## src/design/nnfu_div.sv

```systemverilog
// ----------------------------------------------------------------------------
// nnfu_div
// Coordinate scaling lane: registered multiply by a constant reciprocal.
// ----------------------------------------------------------------------------
module nnfu_div #(
   parameter int unsigned COORD_W = 9,
   parameter int unsigned RECIP_W = 19,
   parameter int unsigned SHIFT   = 18,
   parameter int unsigned QUO_W   = 8
) (
   input  logic               clock,
   input  logic               reset,
   input  logic               start,
   input  logic [COORD_W-1:0] coord,
   input  logic [RECIP_W-1:0] recip,
   output logic               done,
   output logic [QUO_W-1:0]   quot
);

   localparam int unsigned PW = COORD_W + RECIP_W;

   logic [PW-1:0] prod_ff, prod_in;
   logic          done_ff, done_in;

   // product captured with the request; the quotient is its upper bits
   assign prod_in = start ? (PW'(coord) * PW'(recip)) : prod_ff;
   assign done_in = start;

   always_ff @(posedge clock) begin
      if (reset) begin
         done_ff <= 1'b0;
      end else begin
         done_ff <= done_in;
      end
   end

   always_ff @(posedge clock) begin
      prod_ff <= prod_in;
   end

   assign done = done_ff;
   assign quot = QUO_W'(prod_ff >> SHIFT);

endmodule

```

## config.mk

```make
export PLATFORM = sky130hd
export DESIGN_NAME = nnfu_div
export DESIGN_NICKNAME = d
export VERILOG_FILES = /design/src/design/nnfu_div.sv
export SDC_FILE = /design/constraint.sdc
export NUM_CORES = 1
export LEC_CHECK = 0
export ABC_AREA = 1
export BUFFER_PORTS_ARGS = -buffer_cell sky130_fd_sc_hd__buf_2
export CAP_MARGIN = 20
export CORE_ASPECT_RATIO = 0.8
export CORE_MARGIN = 2
export CORE_UTILIZATION = 55
export CTS_BUF_LIST = sky130_fd_sc_hd__clkbuf_16
export DETAILED_ROUTE_END_ITERATION = 7
export GPL_ROUTABILITY_DRIVEN = 0
export PLACE_DENSITY_LB_ADDON = 0.05
export RECOVER_POWER = 25
export SYNTH_ARGS = -nofsm -noshare
export SYNTH_HDL_FRONTEND = slang
export SYNTH_SLANG_ARGS = --single-unit
```

## constraint.sdc

```tcl
create_clock -name clock -period 6.6 [get_ports clock]
set_input_delay 1.32 -clock clock [delete_from_list [all_inputs] [get_ports clock]]
set_output_delay 1.32 -clock clock [all_outputs]
set_load 0.03 [all_outputs]
```

# Yosys cells after proc, flatten, opt, wreduce, memory -nomap -nowiden
# Index checks and enable logic that the tools add are counted.
dict set report op_classes {
  bitwise_logic 0
  reduce_logical 0
  n_mul 1
  n_div 0
  n_eq_ne 0
  shift 0
  n_addsub 0
  magnitude_cmp 0
  n_mux 0
}
# operator count
set op_table {}
lappend op_table {{multiplier 9 x 19 -> 26 bit} 1}
dict set report totals {
  register_bits 27
  mem_bits_rw 0
  romBits 0
  n_memories 0
  out_inout_bits 9
  word_cells 3
  inputBits 31
  latchBits 0
}

# Logic depth before layout (Yosys ltp)
dict set report depth {
  word_depth 1
  depth_mapped 23
  depth_no_buf 21
}

# Least setup slack after synthesis
# No wires, ideal clock.
dict set report synth_timing {
  kind {in2reg}
  startpoint {input port coord[3]}
  endpoint {register prod_ff[23] (data pin)}
  setup_slack_ps 1282
  n_path_buf 2
  required_ps 6339
  path_stages 18
  setup_ps 261
  arrival_ps 5057
  path_cell_list {clkbuf_1 -> clkbuf_1 -> nand2_1 -> fa_1 -> fa_1 -> inv_1 -> fa_1 -> inv_1 -> fa_1 -> inv_1 -> ha_1 -> a21oi_1 -> o21ai_0 -> nand2_1 -> nand2_1 -> nand2_1 -> nand3_1 -> xor2_1}
}
dict set report synth_via {
  elab_chain_cells 1
}
# item line
set synth_lines {}
lappend synth_lines {{start: declaration} 14} ;# input logic [COORD_W-1:0] coord,
lappend synth_lines {{multiplier 9 x 19 -> 26 bit} 26} ;# assign prod_in = start ? (PW'(coord) * PW'(recip)) : prod_ff;
lappend synth_lines {{end signal: assignment} 38} ;# prod_ff <= prod_in;
lappend synth_lines {{end: declaration} 22} ;# logic [PW-1:0] prod_ff, prod_in;
# Every way passes these cells.
# A chain may end at the register's enable or synchronous reset.

# Final worst setup path
dict set report layout_timing {
  startpoint {input port coord[4]}
  endpoint {register prod_ff[23] (data pin)}
}
# Same word-level chain as after synthesis.

==> impl_results.md <==
- Part of the power in combinational logic: 0.892
- Post-synth top area cell: fa_1
- Post-CTS Setup Repair Bufs: 0
- Dpl cell area: between 5000 and 6000 µm²
- Hold Path Class: in2reg
- WP data required: 6.57 ns
- Hold_sp: reset
- DRC Markers: 0
- Clock sinks: 9
- Tmin final: about 5.3 ns
- Final WS setup: around 1.3 ns
- Max cap viols: 0
- Full die area: 11,270 µm²
- Worst path cell trace: buf_2 > nand2_1 > fa_1 > fa_1 > inv_1 > fa_1 > inv_1 > fa_1 > inv_1 > ha_1 > a21oi_1 > o21ai_0 > nand2_1 > nand2_1 > nand2_1 > nand3_1 > xor2_1
- Routed Wire Length: about 13,000 µm
- Area of the multi-input gates: between 4000 and 5000 µm²
- Leakage: 4.001 nW
- CTS hold repair buffers: 0
- Synth top area share: 0.4117
- Die Y: ~95 µm
- Worst slew margin: 0.6564
- Post-Layout Inst Area: 6023 µm²
- Worst-path maximum fanout: 19
- Avg WL per Cell: ~13 µm
- H-Tree Depth: 1
- Power Internal: around 0.00090 W
- Post-CTS Resized: 0
- Register Area: around 260 µm²
- Slew @ Worst Pin: 0.5155 ns
- CP max-delay cell: fa_1
- N_diodes: 0
- CTS Buffer Depth: 2
- CP peak stage delay: approximately 0.55 ns
- Site row count: 33
- Switching part of the total: 0.5869
- Worst Path Class, Setup: in2reg
- Hold Path Sink: done
- Antenna-violating nets left: 0
- Remaining Overflow, GRT: 0
- # setup viols final: 0
- Final worst path period share: 0.7981
- Register area share after synthesis: 0.04536
- Drt first pass iters: 5
- Die Wd: 118.2 µm
- First-pass GRT wire length: 22,690 µm
- Via-per-instance ratio: roughly 4.8
- Yosys reg bits: 9
- Initial antenna violation count: 0
- CTS tree: built
- DR vias: around 4,600
- Sum Neg Setup Slack: 0 ns
- Filler cells: 980
- Final core utilization: 0.5906
- Status: completed
- Buf+Inv Stages, Crit Path: 4
- Crit end category: flip-flop
- FMAX: approximately 0.19 GHz
- Clock root buffer: clkbuf_16
- Worst slack, placed: about 1.1 ns
- Post-Syn Area: 5738 µm²
- Core area: ~10,000 µm²
- Num CTS Buffers: 3
- Kind of cell adding the most delay to the critical path: adder cells
- Syn nets: 995
- Detailed placement HPWL: 10,820 µm
- Number of nets in the layout: 1,002
- P_sw: roughly 0.0013 W
- P&R area growth vs syn: 4.972%
- Fin. max-slew vios: 0
- RSZ-0062 raised after global routing: no
- Layout cells sized above 1: 0.06871
- Startpoint types: primary input
- Largest cells by area after synthesis: fa_1 41%, inv_1 17%, nand2_1 16%
- Clock Pin Slew Worst Setup and Hold Paths: 0.04 ns
- CP arrival: 5.24 ns
- Max VDD drop: 0.0003611 V
- Global router's overall resource usage: 0.2495
- Synth warn: 0
- Boundary pin count: 40
- Buffers on Ports: 39
- Mapped Avg Cell Area: just over 7 µm²
- Worst hold path depth: 2
- Reg power frac: 0.060
- Largest net degree at the start of global routing: 20
- Vias in the first global route: 4,874
- Endpoints failing hold: 0
- Post-Synthesis Cells: about 810
- Initial DRC count: 294
- Pwr/cell area: 359.9 nW/µm²
- Initial Util: 0.5626
- Library cells used by synthesis: 33
- Clk network pwr share: 0.048
[Yosys cell counts]
cell and instances:
nand2_1 238, edfxtp_1 8, xnor2_1 3, a21o_1 4
o21bai_1 1, inv_1 264, dfxtp_1 1, nor2_1 25
clkbuf_1 28, nor2_2 2, a21oi_1 19, nand3b_1 1
buf_4 3, nor2_4 1, nand3_1 16, buf_1 1
nand2_2 3, ha_1 37, o21ai_1 4, o21ai_0 5
buf_2 4, nand4_1 4, nand2_4 2, a211oi_2 1
inv_2 3, nor3_2 1, a21boi_1 2, nor3_1 4
xor2_1 3, buf_6 1, nor3_4 1, o21bai_4 1
fa_1 118
[registers in the layout (all words and copies together), names as in the netlist]
register and cells:
done 1, prod_ff 8
[worst max path at each step]
stage,slack (ns),end,cells after the start,startpoint
5_1_grt,1.08,prod_ff[23],17,coord[4]
3_3_place_gp,1.14,prod_ff[21],17,coord[0]
4_1_cts,1.36,prod_ff[22],18,coord[0]
6_report,1.33,prod_ff[23],17,coord[4]
3_5_place_dp,1.12,prod_ff[22],18,coord[0]
2_1_floorplan,1.28,prod_ff[23],18,coord[3]
[metrics by stage]
stage	total power (W)	hold slack [ns]	cells
floorplan	0.001614	1.391	809
global route	0.002491	1.243	955
finish	0.002167	1.240	955
detailed placement	0.002060	1.481	951
global placement	0.002039	1.475	951
CTS	0.002182	1.236	955
[cell usage in the layout, fill, tap and decap left out, types with 4 or more instances in the layout]
master    synthesis  routed
nand3_1          16      16
edfxtp_1          8       8
a21oi_1          19      19
o21ai_1           4       4
buf_2             4      38
a21o_1            4       4
ha_1             37      37
nand4_1           4       4
nand2_1         238     238
inv_1           264     265
nor2_1           25      25
o21ai_0           5       5
nor3_1            4       4
fa_1            118     118
[cell type report]
class / count / share of cell area
Clock buffer: 3 / 0.01246
Inverter: 267 / 0.1664
Timing Repair Buffer: 39 / 0.03220
Sequential cell: 9 / 0.04321
Multi-Input combinational cell: 496 / 0.7160
Clock inverter: 1 / 0.0006232
Tap cell: 140 / 0.02908
[power by group through the flow]
stage | registers, W | logic (W) | clock network, W
6_report | 0.000130 | 0.00193 | 0.000105
5_1_grt | 0.000133 | 0.00225 | 0.000109
4_1_cts | 0.000131 | 0.00194 | 0.000107
3_5_place_dp | 0.000132 | 0.00193 | 0
3_3_place_gp | 0.000131 | 0.00191 | 0
2_1_floorplan | 0.000187 | 0.00143 | 0
[kinds of logic after synthesis]
| kind of cell | count (synthesis) | share of synthesized area |
|---|---|---|
| compound gates | 37 | 0.03903 |
| flops | 9 | 0.04536 |
| xor+xnor | 6 | 0.009160 |
| buf+inv | 304 | 0.2030 |
| simple gates | 298 | 0.2111 |
| fa+ha+maj | 155 | 0.4924 |
[routing by layer]
layer / up-vias / share of wire / GRT usage
met5: - / 0 / 0
met1: 2226 / 0.45 / 0.3335
li1: 2256 / - / -
met2: 112 / 0.49 / 0.4653
met4: 0 / 0.0057 / 0.02811
met3: 8 / 0.048 / 0.01734
Power figures use the tool's default switching activity.
